**config.mk**
```make
export PLATFORM = sky130hd
export DESIGN_NAME = ehbc_seq
export DESIGN_NICKNAME = d
export VERILOG_FILES = /design/src/rtl/ehbc_pkg.sv /design/src/rtl/ehbc_seq.sv
export SDC_FILE = /design/constraint.sdc
export NUM_CORES = 1
export LEC_CHECK = 0
export BUFFER_PORTS_ARGS = -buffer_cell sky130_fd_sc_hd__buf_2
export CORE_MARGIN = 4
export CORE_UTILIZATION = 50
export CTS_CLUSTER_SIZE = 20
export DETAILED_ROUTE_END_ITERATION = 7
export PLACE_DENSITY = 0.85
export SYNTH_ARGS = -nofsm -noshare
export SYNTH_HDL_FRONTEND = slang
export SYNTH_SLANG_ARGS = --single-unit
```
**constraint.sdc**
```tcl
create_clock -name clk -period 7 [get_ports clk]
set_input_delay 0.7 -clock clk [delete_from_list [all_inputs] [get_ports clk]]
set_output_delay 0.7 -clock clk [all_outputs]
set_load 0.005 [all_outputs]
```
**src/rtl/ehbc_pkg.sv**
```systemverilog
// Shared types and constants for the equi-height bucket classifier.
package ehbc_pkg;

  localparam int BUCKETS   = 128;
  localparam int TAB_DEPTH = BUCKETS + 1;
  localparam int IDX_W     = $clog2(TAB_DEPTH);
  localparam int POS_W     = $clog2(TAB_DEPTH + 1);
  localparam int DATA_W    = 64;
  localparam int BUCKET_W  = 8;
  localparam int COUNT_W   = 8;

  localparam logic [POS_W-1:0] Q_ONE   = POS_W'(BUCKETS / 4);
  localparam logic [POS_W-1:0] Q_HALF  = POS_W'(BUCKETS / 2);
  localparam logic [POS_W-1:0] Q_THREE = POS_W'(3 * BUCKETS / 4);
  localparam logic [POS_W-1:0] Q_TOP   = POS_W'(TAB_DEPTH);

  localparam logic [COUNT_W-1:0] COUNT_RESET =
    (TAB_DEPTH > 255) ? COUNT_W'(255) : COUNT_W'(TAB_DEPTH);

  typedef enum logic {
    OP_WRITE    = 1'b0,
    OP_CLASSIFY = 1'b1
  } op_t;

  typedef enum logic [1:0] {
    REG_BOUND_COUNT = 2'd0
  } reg_addr_t;

  typedef struct packed {
    logic              en;
    logic              we;
    logic [IDX_W-1:0]  addr;
    logic [DATA_W-1:0] wdata;
  } tab_req_t;

endpackage

```
**src/rtl/ehbc_seq.sv**
```systemverilog
// Sequencer: pivot reads, quarter scan with one comparator, result register.
module ehbc_seq (
  input  logic                          clk,
  input  logic                          rst,
  input  logic                          in_valid,
  output logic                          in_stall,
  input  logic                          operation,
  input  logic [7:0]                    bound_index,
  input  logic signed [63:0]            value,
  input  logic [ehbc_pkg::POS_W-1:0]    limit,
  output ehbc_pkg::tab_req_t            req,
  input  logic [ehbc_pkg::DATA_W-1:0]   rdata,
  output logic                          out_valid,
  input  logic                          out_stall,
  output logic [ehbc_pkg::BUCKET_W-1:0] bucket
);
  import ehbc_pkg::*;

  typedef enum logic [2:0] {
    S_IDLE,
    S_PIV1,
    S_PIV2,
    S_SCAN,
    S_FIN
  } state_t;

  state_t             state;
  logic signed [63:0] point;
  logic               upper_half;
  logic [POS_W-1:0]   base;
  logic [POS_W-1:0]   stop;
  logic [POS_W-1:0]   next_pos;
  logic [POS_W-1:0]   count;
  logic               gt;
  logic [POS_W-1:0]   q_base;
  logic [POS_W-1:0]   q_stop;
  logic [POS_W-1:0]   count_next;

  assign in_stall   = (state != S_IDLE);
  assign gt         = point > $signed(rdata);
  assign count_next = count + POS_W'(gt);

  // Quarter selection once both pivots are known.
  always_comb begin
    case ({upper_half, gt})
      2'b11:   begin q_base = Q_THREE; q_stop = limit;   end
      2'b10:   begin q_base = Q_HALF;  q_stop = Q_THREE; end
      2'b01:   begin q_base = Q_ONE;   q_stop = Q_HALF;  end
      default: begin q_base = '0;      q_stop = Q_ONE;   end
    endcase
  end

  always_comb begin
    req = '0;
    case (state)
      S_IDLE: begin
        if (in_valid) begin
          if (operation == OP_WRITE) begin
            req.en    = (int'(bound_index) < TAB_DEPTH);
            req.we    = 1'b1;
            req.addr  = IDX_W'(bound_index);
            req.wdata = value;
          end else begin
            req.en   = 1'b1;
            req.addr = Q_HALF[IDX_W-1:0];
          end
        end
      end
      S_PIV1: begin
        req.en   = 1'b1;
        req.addr = gt ? Q_THREE[IDX_W-1:0] : Q_ONE[IDX_W-1:0];
      end
      S_PIV2: begin
        req.en   = (q_base < q_stop);
        req.addr = q_base[IDX_W-1:0];
      end
      S_SCAN: begin
        req.en   = (next_pos < stop);
        req.addr = next_pos[IDX_W-1:0];
      end
      default: req = '0;
    endcase
  end

  always_ff @(posedge clk) begin
    if (rst) begin
      state     <= S_IDLE;
      out_valid <= 1'b0;
    end else begin
      // In S_FIN the result register is reloaded below instead.
      if (out_valid && !out_stall && state != S_FIN) begin
        out_valid <= 1'b0;
      end
      case (state)
        S_IDLE: begin
          if (in_valid && operation == OP_CLASSIFY) begin
            point <= value;
            state <= S_PIV1;
          end
        end
        S_PIV1: begin
          upper_half <= gt;
          state      <= S_PIV2;
        end
        S_PIV2: begin
          base     <= q_base;
          stop     <= q_stop;
          count    <= '0;
          next_pos <= q_base + POS_W'(1);
          // An empty top quarter skips the scan altogether.
          state    <= (q_base < q_stop) ? S_SCAN : S_FIN;
        end
        S_SCAN: begin
          count <= count_next;
          if (next_pos < stop) begin
            next_pos <= next_pos + POS_W'(1);
          end else begin
            state <= S_FIN;
          end
        end
        S_FIN: begin
          if (!out_valid || !out_stall) begin
            out_valid <= 1'b1;
            bucket    <= BUCKET_W'(base + count);
            state     <= S_IDLE;
          end
        end
        default: state <= S_IDLE;
      endcase
    end
  end

endmodule
```
==> flow_metrics.tcl, run 1 <==
set metrics [dict create \
    diodes 0 \
    synth_fp_nets 800 \
    crit_top_cell "ha_1" \
    path_cells "buf_2, inv_1, ha_1, and4_1, nand3_1, a21o_1, a41oi_1, a2111oi_0, o211ai_1, xor2_1, nor2_1, ha_1, a211oi_1, ha_1, a21o_1, a21oi_1, o21ai_1, nand2b_1, o21ai_1, a21oi_1, buf_2" \
    required_ns 6.30 \
    rsz0062_at_grt "no" \
    die_y_um 119 \
    start_util 0.511 \
    power_density_nw_per_um2 189 \
    routed_wl_mm 14.5 \
    hold_buffers 0 \
    crit_start "rdata[15]" \
    vias 4881 \
    cp.arrival_ns 4.80 \
    yosysUniqueCellTypes 44 \
    reg2regPathDepth 18 \
    nNetsFinal 1032 \
    leakage_nw 3.82 \
    whs_path_depth 0 \
    grt-ovfl-total 0 \
    synth_area_um2 6130 \
    slew_violations 0 \
    seq_area_frac_synth 0.498 \
    clock_sinks 103 \
    finalPower_w 0.00146 \
    route.detailed.drc 0 \
    cts_buffer_depth 2 \
    io-pin-count 233 \
    routed_via_density 5.12 \
    postSynthCellCount 569 \
    synth_ff_type "edfxtp_1" \
    antenna_found_initial 0 \
    cts.clk_slew.worst_paths_ns 0.08 \
    routedWlPerCell_um 15.2 \
    htree_levels 3 \
    setup.worst_path.start_class "input pin" \
    async_flop_share 0 \
    critical_path_class "input pin to primary output" \
    core_um2 12000 \
    first_iter_violations 201 \
    timing.final.crit_share 0.786 \
    drt_pass1_iterations 4 \
    synth-edff-count 99 \
    cpPeakStageDelay_ns 0.56 \
    outcome "finished clean" \
    grt_max_degree 73 \
    crit_fanout 5 \
    setup_tns_ns 0 \
    r2r_start "point[11]$_DFFE_PP_" \
    setup_viol 0 \
    maxCapViolations 0 \
    ir_worst_vdd_mv 0.171 \
    rows 40 \
    portBuffers 232 \
    place.gp.congestion 0.860 \
    cts_made_buffers 9 \
    hp-start "count[4]$_SDFFCE_PP0P_" \
    maxSlewHeadroom 0.183 \
    grt_usage 0.204 \
    cp-end-kind "primary output" \
    drive_above_1_share 0.315 \
    fin_worst_skew_ns 0.00802 \
    root_buffer "clkbuf_16" \
    min_period_ns 5.50 \
    grt_pass1_wl_mm 23.0 \
    max_freq_mhz 182 \
    tightestPinTransition_ns 1.22 \
    syn_to_final_growth_pct 26.4 \
    cp_slowest_cell "a2111oi_0" \
    hpwl_mm 11.8 \
    cts_tree "built" \
    holdCritPathClass "register to register" \
    postSynthAreaPerCell_um2 10.8 \
    die_w_um 119 \
    insertion_delay_ns 0.34 \
    final_hold_viol_count 0 \
    fp.dieArea_um2 14100 \
    drtAntennaViolNets 0 \
    yosysWarnings 0 \
    cts_resized 0 \
    ys_ff_latch 103 \
    grt_pass1_vias 4737 \
    cts_setup_buffers 0 \
]
worst max-delay path: cells and delay by family:
| family | cells | cell delay, ns |
|---|---|---|
| AOI/OAI and AO/OA | 10 | 1.91 |
| xor gates and xnor gates | 1 | 0.38 |
| adders and majority gates | 3 | 0.89 |
| buffers and inverters | 3 | 0.24 |
| and+or+nand+nor | 4 | 0.64 |
flip-flops by register name (all words and copies together) (netlist names):
register and count:
stop 8, out_valid 1, bucket 8, next_pos 8, count 8, state 3
base 2, point 64, upper_half 1
metrics by stage:
| stage | utilization | cells | setup WS, ns | hold slack [ns] | cell area (µm²) |
|---|---|---|---|---|---|
| after floorplan | - | 569 | 0.912 | 0.433 | 6130 |
| after global placement | 0.620 | 937 | 1.58 | 0.478 | 7450 |
| after detailed placement | 0.620 | 937 | 1.49 | 0.484 | 7450 |
| after CTS | 0.645 | 953 | 1.45 | 0.504 | 7750 |
| after global routing | 0.645 | 953 | 1.16 | 0.519 | 7750 |
| final | 0.645 | 953 | 1.50 | 0.505 | 7750 |
synth_stat cells (all sizes together), types with 6 or more instances:
cell type,number,area share
a21o,6,0.0073
a21oi,35,0.029
and2,71,0.072
and3,6,0.0061
and4,7,0.010
clkbuf,12,0.0073
edfxtp,99,0.48
ha,81,0.17
inv,79,0.048
nand2,36,0.022
nand3,17,0.014
nand4,7,0.0071
nor2,30,0.018
o21ai,17,0.014
xor2,10,0.014
per-layer routing:
layer  vias up  GRT usage  routed length (µm)
met1      2241      0.248                6060
met4         0     0.0507                 177
li1       2462          -                   -
met5         -          0                   0
met3        14     0.0440                 806
met2       164      0.368                7470
cells by family (layout without fill, tap and decap cells):
| logic type | count (synthesis) | in the layout | synth area share |
|---|---|---|---|
| buf+inv | 91 | 328 | 0.0557 |
| flops | 103 | 103 | 0.498 |
| simple gates | 197 | 197 | 0.174 |
| compound gates | 82 | 82 | 0.0839 |
| fa+ha+maj | 82 | 82 | 0.169 |
| xor+xnor | 14 | 14 | 0.0200 |
path summary, 6_finish.rpt:
| check | end | slack (ns) |
|---|---|---|
| max | req[73] | 1.50 |
| min | bucket[4]$_DFFE_PP_ | 0.51 |
| max reg2reg | state[2]$_SDFFE_PP0P_ | 2.70 |
| min reg2reg | bucket[4]$_DFFE_PP_ | 0.51 |
area by class of cell:
class | count | area, µm²
clock buffers | 9 | 225
repair buffers | 233 | 1170
well taps | 147 | 184
clock inverters | 7 | 72.6
inverters | 79 | 297
flip-flops and latches | 103 | 3050
multi-input cells | 375 | 2750
fillers | 980 | 4260
placed cells by master, fill, tap and decap left out, types with 4 or more instances in the layout:
cell type / netlist / layout
nor2_1: 30 / 29
buf_2: 0 / 232
and3_1: 6 / 6
edfxtp_1: 99 / 99
nor2b_1: 5 / 5
dfxtp_1: 4 / 4
nor3_1: 5 / 5
inv_1: 79 / 79
a21oi_1: 34 / 34
nand3_1: 17 / 17
xnor2_1: 4 / 4
and2_1: 71 / 71
nand4_1: 7 / 7
nand2b_1: 4 / 4
clkbuf_16: 0 / 9
ha_1: 81 / 81
a211oi_1: 4 / 4
xor2_1: 10 / 10
o21ai_0: 10 / 10
o21ai_1: 7 / 7
a21o_1: 6 / 6
nand2_1: 36 / 36
and4_1: 7 / 7
report_power, final:
| part | switching [W] | leakage [nW] | internal (W) |
|---|---|---|---|
| clock network | 0.000245 | 0.143 | 0.000253 |
| registers | 0.0000131 | 0.936 | 0.000702 |
| logic | 0.000132 | 2.74 | 0.000117 |
Note: power is estimated with default switching activity, not from simulation.
==> run 2, diff against run 1 <==
--- a/config.mk
+++ b/config.mk
@@ -7,10 +7,10 @@
 export LEC_CHECK = 0
 export BUFFER_PORTS_ARGS = -buffer_cell sky130_fd_sc_hd__buf_2
 export CORE_MARGIN = 4
-export CORE_UTILIZATION = 50
+export CORE_UTILIZATION = 45
 export CTS_CLUSTER_SIZE = 20
 export DETAILED_ROUTE_END_ITERATION = 7
-export PLACE_DENSITY = 0.85
+export PLACE_DENSITY = 0.81
 export SYNTH_ARGS = -nofsm -noshare
 export SYNTH_HDL_FRONTEND = slang
 export SYNTH_SLANG_ARGS = --single-unit
==> constraint.sdc (replaced) <==
create_clock -name clk -period 4.7 [get_ports clk]
set_input_delay 0.47 -clock clk [delete_from_list [all_inputs] [get_ports clk]]
set_output_delay 0.47 -clock clk [all_outputs]
set_load 0.005 [all_outputs]
==> run 2 against run 1 <==
  * The flow now finishes with violations (setup timing)
  * Core utilization decreased by 3.9 points
  * Routed wire length increased by 3.6%
  * Critical path depth decreased by 1
  * Sequential cell count unchanged
  * Count of clock-buffer cells in the layout unchanged
  * Global-route usage decreased by 1.2 points
  * Via count increased by 0.82%
  * Critical path type is now register to primary output
  * Largest power group unchanged
  * Highest routed layer unchanged
==> flow_metrics.tcl, run 2 (synthesis results as in run 1) <==
set metrics [dict create \
    layout_common_cells "buf_2 (232), edfxtp_1 (99), inv_1 (79), ha_1 (72), and2_1 (71)" \
    cts_made_buffers 9 \
    fp.dieArea_um2 15600 \
    hpwl_mm 11.9 \
    drt_pass1_iterations 4 \
    rows 42 \
    fillers 1106 \
    routed_wl_mm 15.0 \
    largest_register_ffs 64 \
    drtAntennaViolNets 0 \
    setup.worst_path.start_class "register" \
    syn_to_final_growth_pct 31.4 \
    place.gp.congestion 0.906 \
    nNetsFinal 1048 \
    whs_path_depth 1 \
    max_freq_mhz 212 \
    min_period_ns 4.71 \
    grt_max_degree 73 \
    largest-register "point" \
    power_density_nw_per_um2 281 \
    tightestPinTransition_ns 1.19 \
    maxSlewHeadroom 0.204 \
    grt-ovfl-total 0 \
    rsz0062_at_grt "yes" \
    maxCapViolations 0 \
    slew_violations 0 \
    reg2regPathDepth 20 \
    timing.final.crit_share 1.00 \
    leakage_nw 3.91 \
    finalPower_w 0.00227 \
    vias 4921 \
    path_cells "ha_4, and4_1, a221o_1, a2111o_1, a211oi_2, o211ai_1, xor2_1, nor2_1, buf_4, ha_2, nor2_1, nor2_2, ha_1, a21o_1, a21oi_2, o21ai_1, nand2b_1, o21ai_1, a21oi_1, buf_2" \
    drive_above_1_share 0.353 \
    portBuffers 232 \
    die_w_um 125 \
    root_buffer "clkbuf_16" \
    required_ns 4.23 \
    multi_input_area_um2 2890 \
    cpPeakStageDelay_ns 0.42 \
    grt_usage 0.192 \
    antenna_found_initial 0 \
    crit_fanout 3 \
    diodes 0 \
    setup_viol 1 \
    routedWlPerCell_um 15.1 \
    cts_buffer_depth 2 \
    ir_worst_vdd_mv 0.214 \
    cp.arrival_ns 4.24 \
    fin_worst_skew_ns 0.0120 \
    first_iter_violations 209 \
    final_common_cell "buf_2" \
    final_util 0.606 \
    critical_path_class "register to primary output" \
    violations "setup timing" \
    cts.clk_slew.worst_paths_ns 0.08 \
    clock_sinks 103 \
    insertion_delay_ns 0.35 \
    htree_levels 3 \
    ff_latch_area_um2 3050 \
    route.detailed.drc 0 \
    hold-worst-slack_ns 0.298 \
    cp_slowest_cell "edfxtp_1" \
    start_util 0.461 \
    grt_pass1_vias 5098 \
    cp-end-kind "primary output" \
    die_y_um 125 \
    outcome "finished with violations" \
    cts_tree "built" \
    holdCritPathClass "input pin to register" \
    grt_pass1_wl_mm 24.2 \
    setup_ws_ns -0.00994 \
    final_hold_viol_count 0 \
    io-pin-count 233 \
    post-place-ws_ns -0.162 \
    core_um2 13300 \
    routed_via_density 4.93 \
]
[run 2: path summary, 6_finish.rpt]
check | end | start | slack, ns
worst max-delay path | req[73] | point[30]$_DFFE_PP_ | -0.01
worst min-delay path | point[9]$_DFFE_PP_ | value[9] | 0.30
worst max register to register | state[1]$_SDFFE_PP0P_ | point[30]$_DFFE_PP_ | 0.75
worst min register to register | bucket[0]$_DFFE_PP_ | count[0]$_SDFFCE_PP0P_ | 0.48
[run 2: per-stage QoR]
stage          TNS (ns)  std cells  area (µm²)
3_3_place_gp    -0.0487        981        7610
5_1_grt          -0.250        998        8060
6_report       -0.00994        998        8060
4_1_cts         -0.0358        998        8030
3_5_place_dp     -0.162        981        7610
2_1_floorplan         0        569        6140
[run 2: report_power, final]
group | internal, W | switching, W
clock network | 0.000426 | 0.000359
logic | 0.000203 | 0.000211
registers | 0.00105 | 0.0000203
[run 2: area by class of cell]
class	count	area share
Clock buffer	9	0.0279
Clock inverter	7	0.0109
Inverter	79	0.0368
Multi-Input combinational cell	375	0.358
Sequential cell	103	0.379
Tap cell	176	0.0273
Timing Repair Buffer	249	0.160
[run 2: critical path, delay by kind of cell (launching register included)]
family | cells | cell delay (ns)
AOI/OAI and AO/OA | 9 | 1.62
xor gates and xnor gates | 1 | 0.29
adders and majority gates | 3 | 0.69
buffers and inverters | 2 | 0.29
DFF | 1 | 0.42
and+or+nand+nor | 5 | 0.57
[run 2: metal layers]
layer | part of all wire | global-route usage | vias up
li1 | - | - | 2501
met1 | 0.41 | 0.231 | 2235
met2 | 0.51 | 0.342 | 168
met3 | 0.066 | 0.0420 | 17
met4 | 0.016 | 0.0606 | 0
met5 | 0 | 0 | -
[run 2: repair_timing]
action / CTS / global route
pin swaps: 10 / 2
cloned: 0 / 0
hold endpoints to repair: 0 / 0
endpoints found under the setup margin: 1 / 1
buffers inserted: 1 / 0
hold buffers: 0 / 0
gates resized for setup: 17 / 5
==> run 3, diff against run 2 <==
--- a/config.mk
+++ b/config.mk
@@ -11,6 +11,7 @@
 export CTS_CLUSTER_SIZE = 20
 export DETAILED_ROUTE_END_ITERATION = 7
 export PLACE_DENSITY = 0.81
+export REMOVE_ABC_BUFFERS = 1
 export SYNTH_ARGS = -nofsm -noshare
 export SYNTH_HDL_FRONTEND = slang
 export SYNTH_SLANG_ARGS = --single-unit
==> run 3 against run 2 <==
  * The run still ends with setup timing left
  * Global-route usage decreased by 0.11 points
  * Combinational power increased by 6.0%
  * Total power increased by 4.0%
  * First-iteration DRC count decreased by 0.48%
  * Via count increased by 0.89%
  * Routed wire length decreased by 0.38%
  * Core utilization increased by 0.35 points
  * Hold slack improved by 0.0060 ns
  * Clock skew decreased by 0.0047 ns
  * Count of clock-buffer cells in the layout unchanged
  * Critical endpoint unchanged
  * Largest power group unchanged
  * Highest routed layer unchanged
==> flow_metrics.tcl, run 3 (synthesis results as in run 1) <==
set metrics [dict create \
    outcome "finished with violations" \
    violations "setup timing" \
    routed_via_density 4.95 \
    setup_viol 1 \
    insertion_delay_ns 0.35 \
    cts_tree "built" \
    cp.arrival_ns 4.42 \
    max_freq_mhz 204 \
    maxSlewHeadroom 0.384 \
    antenna_found_initial 1 \
    hpwl_mm 11.7 \
    start_util 0.461 \
    crit_fanout 5 \
    fp.dieArea_um2 15600 \
    hold_buffers 0 \
    drt_pass1_iterations 6 \
    timing.final.crit_share 1.04 \
    rsz0062_at_grt "yes" \
    io-pin-count 233 \
    slew_violations 0 \
    layout_common_cells "buf_2 (232), edfxtp_1 (99), inv_1 (79), ha_1 (74), and2_1 (71)" \
    die_y_um 125 \
    tightestPinTransition_ns 0.920 \
    r2r_slack_ns 0.35 \
    clock_sinks 103 \
    ir_worst_vdd_mv 0.191 \
    leakage_nw 3.94 \
    final_common_cell "buf_2" \
    cts_made_buffers 9 \
    cts.clk_slew.worst_paths_ns 0.07 \
    route.detailed.drc 0 \
    drive_above_1_share 0.352 \
    place.gp.congestion 0.842 \
    routedWlPerCell_um 14.9 \
    rows 42 \
    critical_path_class "register to primary output" \
    die_w_um 125 \
    htree_levels 3 \
    core_um2 13300 \
    required_ns 4.23 \
    drtAntennaViolNets 0 \
    routed_wl_mm 15.0 \
    final_hold_viol_count 0 \
    grt-ovfl-total 0 \
    root_buffer "clkbuf_16" \
    fillers 1134 \
    grt_pass1_wl_mm 24.1 \
    finalPower_w 0.00236 \
    portBuffers 232 \
    hold-worst-slack_ns 0.304 \
    setup.worst_path.start_class "register" \
    first_iter_violations 208 \
    grt_pass1_vias 5008 \
    grt_max_degree 73 \
    syn_to_final_growth_pct 32.2 \
    setup_tns_ns -0.192 \
    post-place-ws_ns -0.147 \
    setup_ws_ns -0.192 \
    fin_worst_skew_ns 0.00732 \
    maxCapViolations 0 \
    place_area_um2 7590 \
    power_density_nw_per_um2 291 \
    cp-end-kind "primary output" \
    nNetsFinal 1052 \
    vias 4965 \
    holdCritPathClass "input pin to register" \
    largest_register_ffs 64 \
    cts_buffer_depth 2 \
    min_period_ns 4.89 \
    grt_usage 0.191 \
    largest-register "point" \
    fin_area_um2 8110 \
]
[run 3: changes by cell type in the layout (fill, tap and decap cells not counted), moves of 2 or more]
cell,before,now
inv_8,2,0
o21ai_2,0,2
buf_4,17,20
bufinv_16,1,3
o21ai_1,7,5
ha_4,6,3
and4_4,2,0
ha_1,72,74
and4_2,0,2
[run 3: what timing repair did]
action,CTS,global route
endpoints found under the setup margin,1,1
pin swaps,12,10
endpoints found under the hold margin,0,0
resized for setup,11,9
setup buffers,6,0
[run 3: final timing paths]
path         depth (start not counted)                   start                     to
max reg2reg                         22     point[30]$_DFFE_PP_  state[2]$_SDFFE_PP0P_
min reg2reg                          0  count[0]$_SDFFCE_PP0P_    bucket[0]$_DFFE_PP_
max                                 19     point[30]$_DFFE_PP_                req[73]
min                                  1                value[7]     point[7]$_DFFE_PP_
[run 3: stage by stage]
stage                util  instances
floorplan               -        557
global placement    0.571        979
detailed placement  0.571        979
CTS                 0.604       1001
global route        0.610       1003
finish              0.610       1003
[run 3: routing by layer]
metal / track usage / up-vias / wire length [µm]
li1: - / 2498 / -
met1: 0.237 / 2261 / 6310
met2: 0.323 / 176 / 7320
met3: 0.0407 / 30 / 910
met4: 0.0799 / 0 / 442
met5: 0 / - / 0
[run 3: worst max-delay path, cell delays in order, from the launching register on]
cell,delay (ns)
edfxtp_1,0.42
ha_4,0.24
and4_1,0.20
a221o_1,0.36
a2111o_1,0.38
a211oi_2,0.24
o211ai_1,0.13
xor2_1,0.19
or2_1,0.28
ha_2,0.21
buf_4,0.16
nor2_2,0.13
ha_1,0.24
a21o_1,0.17
a21oi_2,0.17
o21ai_2,0.08
nand2b_1,0.12
o21ai_2,0.09
a21oi_2,0.16
buf_2,0.13
[run 3: area by class of cell]
class | count | area (µm²) | share of cell area
Sequential cell | 103 | 3050 | 0.377
Clock buffer | 9 | 225 | 0.0278
Multi-Input combinational cell | 375 | 2850 | 0.352
Tap cell | 176 | 220 | 0.0272
Antenna cell | 1 | 2.50 | 0.000309
Clock inverter | 7 | 119 | 0.0147
Inverter | 79 | 297 | 0.0366
Timing Repair Buffer | 253 | 1340 | 0.165
[run 3: where the power goes]
group	switching [W]	internal [W]	leakage [nW]
registers	0.0000203	0.00105	0.936
clock network	0.000328	0.000521	0.164
logic	0.000219	0.000220	2.84
